===== config.mk =====
export PLATFORM = sky130hd
export DESIGN_NAME = iate_cell
export DESIGN_NICKNAME = d
export VERILOG_FILES = /design/src/iate_pkg.sv /design/src/iate_cell.sv
export SDC_FILE = /design/constraint.sdc
export NUM_CORES = 1
export LEC_CHECK = 0
export BUFFER_PORTS_ARGS = -buffer_cell sky130_fd_sc_hd__buf_2
export CORE_MARGIN = 2
export CORE_UTILIZATION = 25
export CTS_BUF_LIST = sky130_fd_sc_hd__clkbuf_16
export DETAILED_ROUTE_END_ITERATION = 8
export PLACE_DENSITY = 0.51
export SLEW_MARGIN = 20
export SYNTH_ARGS = -nofsm -noshare
export SYNTH_HDL_FRONTEND = slang
export SYNTH_SLANG_ARGS = --single-unit
export TNS_END_PERCENT = 1

===== constraint.sdc =====
create_clock -name clk -period 6.7 [get_ports clk]
set_input_delay 0.335 -clock clk [delete_from_list [all_inputs] [get_ports clk]]
set_output_delay 0.335 -clock clk [all_outputs]
set_load 0.05 [all_outputs]

===== src/iate_pkg.sv =====
// ---------------------------------------------------------------------------
// iate_pkg
// Shared widths, codes and types of the indexed array table engine.
// ---------------------------------------------------------------------------
package iate_pkg;

  // field widths
  localparam int unsigned REQ_W = 2;
  localparam int unsigned POS_W = 6;
  localparam int unsigned VAL_W = 32;
  localparam int unsigned CNT_W = 7;
  localparam int unsigned ST_W  = 2;

  // default number of cells
  localparam int unsigned CAPACITY_DEF = 64;

  // request codes
  typedef enum logic [REQ_W-1:0] {
    REQ_APPEND    = 2'd0,
    REQ_OVERWRITE = 2'd1,
    REQ_DELETE    = 2'd2,
    REQ_SEARCH    = 2'd3
  } req_type_t;

  // result status codes
  typedef enum logic [ST_W-1:0] {
    ST_OK       = 2'd0,
    ST_RANGE    = 2'd1,
    ST_FULL     = 2'd2,
    ST_NOTFOUND = 2'd3
  } status_t;

  // control states
  typedef enum logic {
    S_IDLE  = 1'b0,
    S_DRAIN = 1'b1
  } state_t;

  // broadcast from the control to every cell
  typedef struct packed {
    logic             en;
    req_type_t        op;
    logic [CNT_W-1:0] pos;
    logic [CNT_W-1:0] cnt;
    logic [VAL_W-1:0] value;
  } cell_ctl_t;

endpackage


===== src/iate_cell.sv =====
// ---------------------------------------------------------------------------
// iate_cell
// One list slot: holds one element, writes on append or overwrite, takes its
// upper neighbor's element on a delete at or below it, and compares for search.
// ---------------------------------------------------------------------------
module iate_cell #(
  parameter int unsigned IDX = 0
) (
  input  logic                          clk,
  input  iate_pkg::cell_ctl_t           ctl,
  input  logic [iate_pkg::VAL_W-1:0]    nbr_value,
  output logic [iate_pkg::VAL_W-1:0]    value,
  output logic                          hit
);
  import iate_pkg::*;

  localparam logic [CNT_W-1:0] MY_IDX = CNT_W'(IDX);

  logic [VAL_W-1:0] value_r;
  logic [VAL_W-1:0] value_nxt;
  logic             in_use;
  logic             wr_en;
  logic             sh_en;

  // slot holds a live element
  assign in_use = MY_IDX < ctl.cnt;

  // write on append at the tail or overwrite of a live slot
  assign wr_en = ctl.en &&
                 ((ctl.op == REQ_APPEND && ctl.cnt == MY_IDX) ||
                  (ctl.op == REQ_OVERWRITE && ctl.pos == MY_IDX && in_use));

  // close the gap: every slot at or above the deleted one moves down
  assign sh_en = ctl.en && ctl.op == REQ_DELETE && ctl.pos < ctl.cnt &&
                 MY_IDX >= ctl.pos;

  always_comb begin
    value_nxt = value_r;
    if (wr_en) begin
      value_nxt = ctl.value;
    end else if (sh_en) begin
      value_nxt = nbr_value;
    end
  end

  always_ff @(posedge clk) begin
    value_r <= value_nxt;
  end

  // search compare on live slots only
  assign hit   = in_use && (value_r == ctl.value);
  assign value = value_r;

endmodule


; ---- Word level (Yosys, flattened, before mapping)
; Index checks and enable logic that the tools add are counted.
[classes]
magnitude_cmp = 3
eq_ne = 3
n_mux = 2
n_reduce_logical = 13
[op_table]
columns = op, n
row1 = $mux 32, 2
row2 = $eq 32x32->1, 1
row3 = $logic_not 7->1, 2
row4 = $logic_and 1x1->1, 8
row5 = $ge 1x7->1 const A, 1
row6 = $lt 1x7->1 const A, 1
row7 = $lt 7x7->1, 1
row8 = $eq 2x1->1 const B, 1
row9 = $eq 2x2->1 const B, 1
row10 = $logic_not 2->1, 1
row11 = $reduce_bool 2->1, 1
row12 = $logic_or 1x1->1, 1
[totals]
ff_bits = 32
wordCells = 22

; ---- Logic depth before layout (Yosys ltp)
[depth]
ltp_word = 6
depth_mapped = 6
ltp_nobuf = 6

; ---- Worst setup path before layout
; No wires, ideal clock.
[synth_path]
path_type = input to register
startpoint = input ctl[37] (netlist name)
endpoint = register value_r[0] (netlist: value[0]) (enable)
arrival_time_ps = 2822
required_time_ps = 6272
setup_slack_ps = 3450
cell_stages = 6
path_cell_list = inv_1 ha_1 a21o_1 a2111oi_0 nand3_1 o21bai_1
[synth_between]
elab_chain_cells = 5
[synth_lines]
columns = element, line_no
row1 = from (decl), iate_cell.sv:10  ; input iate_pkg::cell_ctl_t ctl,
row2 = $lt 1x7->1 / $logic_not 7->1 (equally long branches), "iate_cell.sv:26, iate_cell.sv:30"
row3 = $logic_and 1x1->1 (on tied branches), "iate_cell.sv:31, iate_cell.sv:30"
row4 = $logic_or 1x1->1, iate_cell.sv:30  ; ((ctl.op == REQ_APPEND && ctl.cnt == MY_IDX) ||
row5 = $logic_and 1x1->1, iate_cell.sv:29  ; assign wr_en = ctl.en &&
row6 = $reduce_bool 2->1 (no source line) (*), -
row7 = to (signal assigned), iate_cell.sv:47  ; value_r <= value_nxt;
row8 = to (decl), iate_cell.sv:19  ; logic [VAL_W-1:0] value_r;
; Mark *: on every way between the ends. The rest lies on a longest branch, timed or not.
; A chain may end at the register's enable or synchronous reset.

; ---- Worst setup path in the final report
[layout_path]
startpoint = input ctl[35] (netlist name)
endpoint = register value_r[25] (netlist: value[25]) (enable)
; Same word-level chain as after synthesis.

==> out/metrics.cfg <==
[timing]
final_hold_viol_count=0
hold_ws_ns=0.354
setup_viol=0
rsz0062_at_grt=false
relSlewSlack=0.352
fmax_mhz=401
final.min_clock_period_ns=2.49
tightest_slew_ns=0.969
fin_crit_sh=0.372
setup_tns_ns=0
maxSlewViolCount=0

[status]
status=finished clean

[power]
peakVddDrop_v=0.0000810
p_sw_frac=0.197
seq_power_share=0.417
power_density_nw_per_um2=191
p_int_mw=0.427
pwr-share-comb=0.109
switchingPower_mw=0.105
p_clk_frac=0.474
p_leak_nw=1.20

[global_routing]
antenna_found_initial=0
grt_pass1_wl_um=7470
globalRouteTotalUtil=0.112
grt_overflow_total=0
grt_max_degree=34
grt_pass1_vias=1621

[yosys]
yosys_warnings=0
syn_inst=141
synth_seq_cells=32
ys.flop_type=edfxtp_1
avgSynthCellArea_sq_um=13.7
synth-simple-area-share=0.0653
synthTopCellsByArea=edfxtp_1, mux2_2, xor2_1, ha_1, nor4_1
synth_fa_ha_area_frac=0.0388
synth_cell_type_count=24
synth.area.mux_share=0.186
ys_async_sr_fraction=0
yosys.area.top_type=edfxtp_1
synth_compound_area_frac=0.0375
synth-edff-count=32
ys_top_cells_by_count=edfxtp_1, xor2_1, mux2_2
synth_top_family_by_area=multiplexers
synth_xor_area_frac=0.145
syn_area_sq_um=1940
ys_seq_area_frac=0.496
syn_nets=229
netlist.area_leader.share=0.496

[route]
top_layer=met4
avgViaCountPerCell=4.21
drt_pass1_iterations=4
drt_wl_total_um=4740
vias=1527
wl_met3_um=367
ant_nets=0
drt-initial-drc-count=42
wl_per_cell_um=13.1
drt-met1-wl_um=2080
drcViolationCount=0
wl_met2_um=2270

[setup_path]
critPathTopFamily=compound AO/OA/AOI/OAI gates
cp_slowest_cell=or4_4
cp.required_ns=6.59
cp.buffers_inverters=2
path_max_fanout=33
critical-path-max-stage-delay_ns=0.54
critPathLaunchType=primary input
endpoint_kind=flop
arrival_ns=2.39
path_cells=buf_2 > or4_4 > o31a_1 > nor3b_4 > buf_4 > o21bai_4
crit_type=primary input to flop

[clock_tree]
clk_pin_slew_ns=0.05
clk_path_buf_depth=2
cts_tree=built
cts-hold-fix-buffers=0
cts_setup_buffers=0
cts_buffers=5
clock_sinks=32
cts_resized=0
cts_root_buf=clkbuf_16
h-tree-depth=2

[final_layout]
nets=348
n_fill_cell=789
drive_gt1_frac=0.594
syn2layout_area_growth_pct=43.7
largest_reg_flops=32
utilization=0.366
diodes=0
instances_no_fill=363

[die]
die_x_um=92.0
die_area_sq_um=8460
initial_utilization=0.254
rows=32
coreArea_sq_um=7610
top_level_ports=115
die_h_um=92.0

[hold_path]
hold_path.class=primary input to flop

[place]
port_buffers=114
dpl.cell_count=355
gp_congestion=0.701
dp_hpwl_um=3720

[job]
maxCapViolations=0

[logic make-up after synthesis]
| kind of cell | Yosys count |
|---|---|
| xor gates and xnor gates | 32 |
| muxes | 32 |
| DFF | 32 |
| and+or+nand+nor | 19 |
| AOI/OAI and AO/OA | 10 |
| buffers and inverters | 10 |
| adders and majority gates | 6 |
[path summary, 6_finish.rpt]
kind	startpoint	endpoint	slack, ns	depth (start not counted)
worst min-delay path	nbr_value[27]	value[27]$_DFFE_PP_	0.35	2
worst max-delay path	ctl[35]	value[25]$_DFFE_PP_	4.21	6
[power by group through the flow]
stage,Combinational (mW),Clock (mW),Sequential [mW]
2_1_floorplan,0.0228,0,0.228
3_3_place_gp,0.0579,0,0.226
3_5_place_dp,0.0587,0,0.226
4_1_cts,0.0590,0.259,0.221
5_1_grt,0.0654,0.267,0.221
6_report,0.0579,0.252,0.221
[cell type report]
type	count	area [sq um]	area share
flip-flops and latches	32	961	0.345
inverters	7	26.3	0.00945
well taps	102	128	0.0459
clock buffers	5	125	0.0450
clock inverters	3	37.5	0.0135
repair buffers	115	578	0.208
multi-input cells	99	926	0.333
[placed cells by master, fill, tap and decap left out, types with 2 or more instances in the layout]
cell type  instances
buf_2            114
clkbuf_16          5
clkinv_1           2
edfxtp_1          32
ha_1               6
inv_1              7
mux2_2            31
nand3_1            2
nor3_1             2
nor4_1             9
o2111ai_1          2
o21ai_0            2
xor2_1            32
[layer usage]
layer | vias to the layer above | global-route usage
li1 | 765 | -
met1 | 701 | 0.138
met2 | 59 | 0.191
met3 | 2 | 0.0378
met4 | 0 | 0.0261
met5 | - | 0
[metrics by stage]
step | area, sq um | setup WS, ns | power (mW)
floorplan | 1940 | 3.45 | 0.250
global placement | 2620 | 3.89 | 0.283
detailed placement | 2620 | 3.87 | 0.284
CTS | 2780 | 4.15 | 0.539
global route | 2780 | 4.06 | 0.553
finish | 2780 | 4.21 | 0.531
No activity file was read; power rests on OpenSTA's default activity.
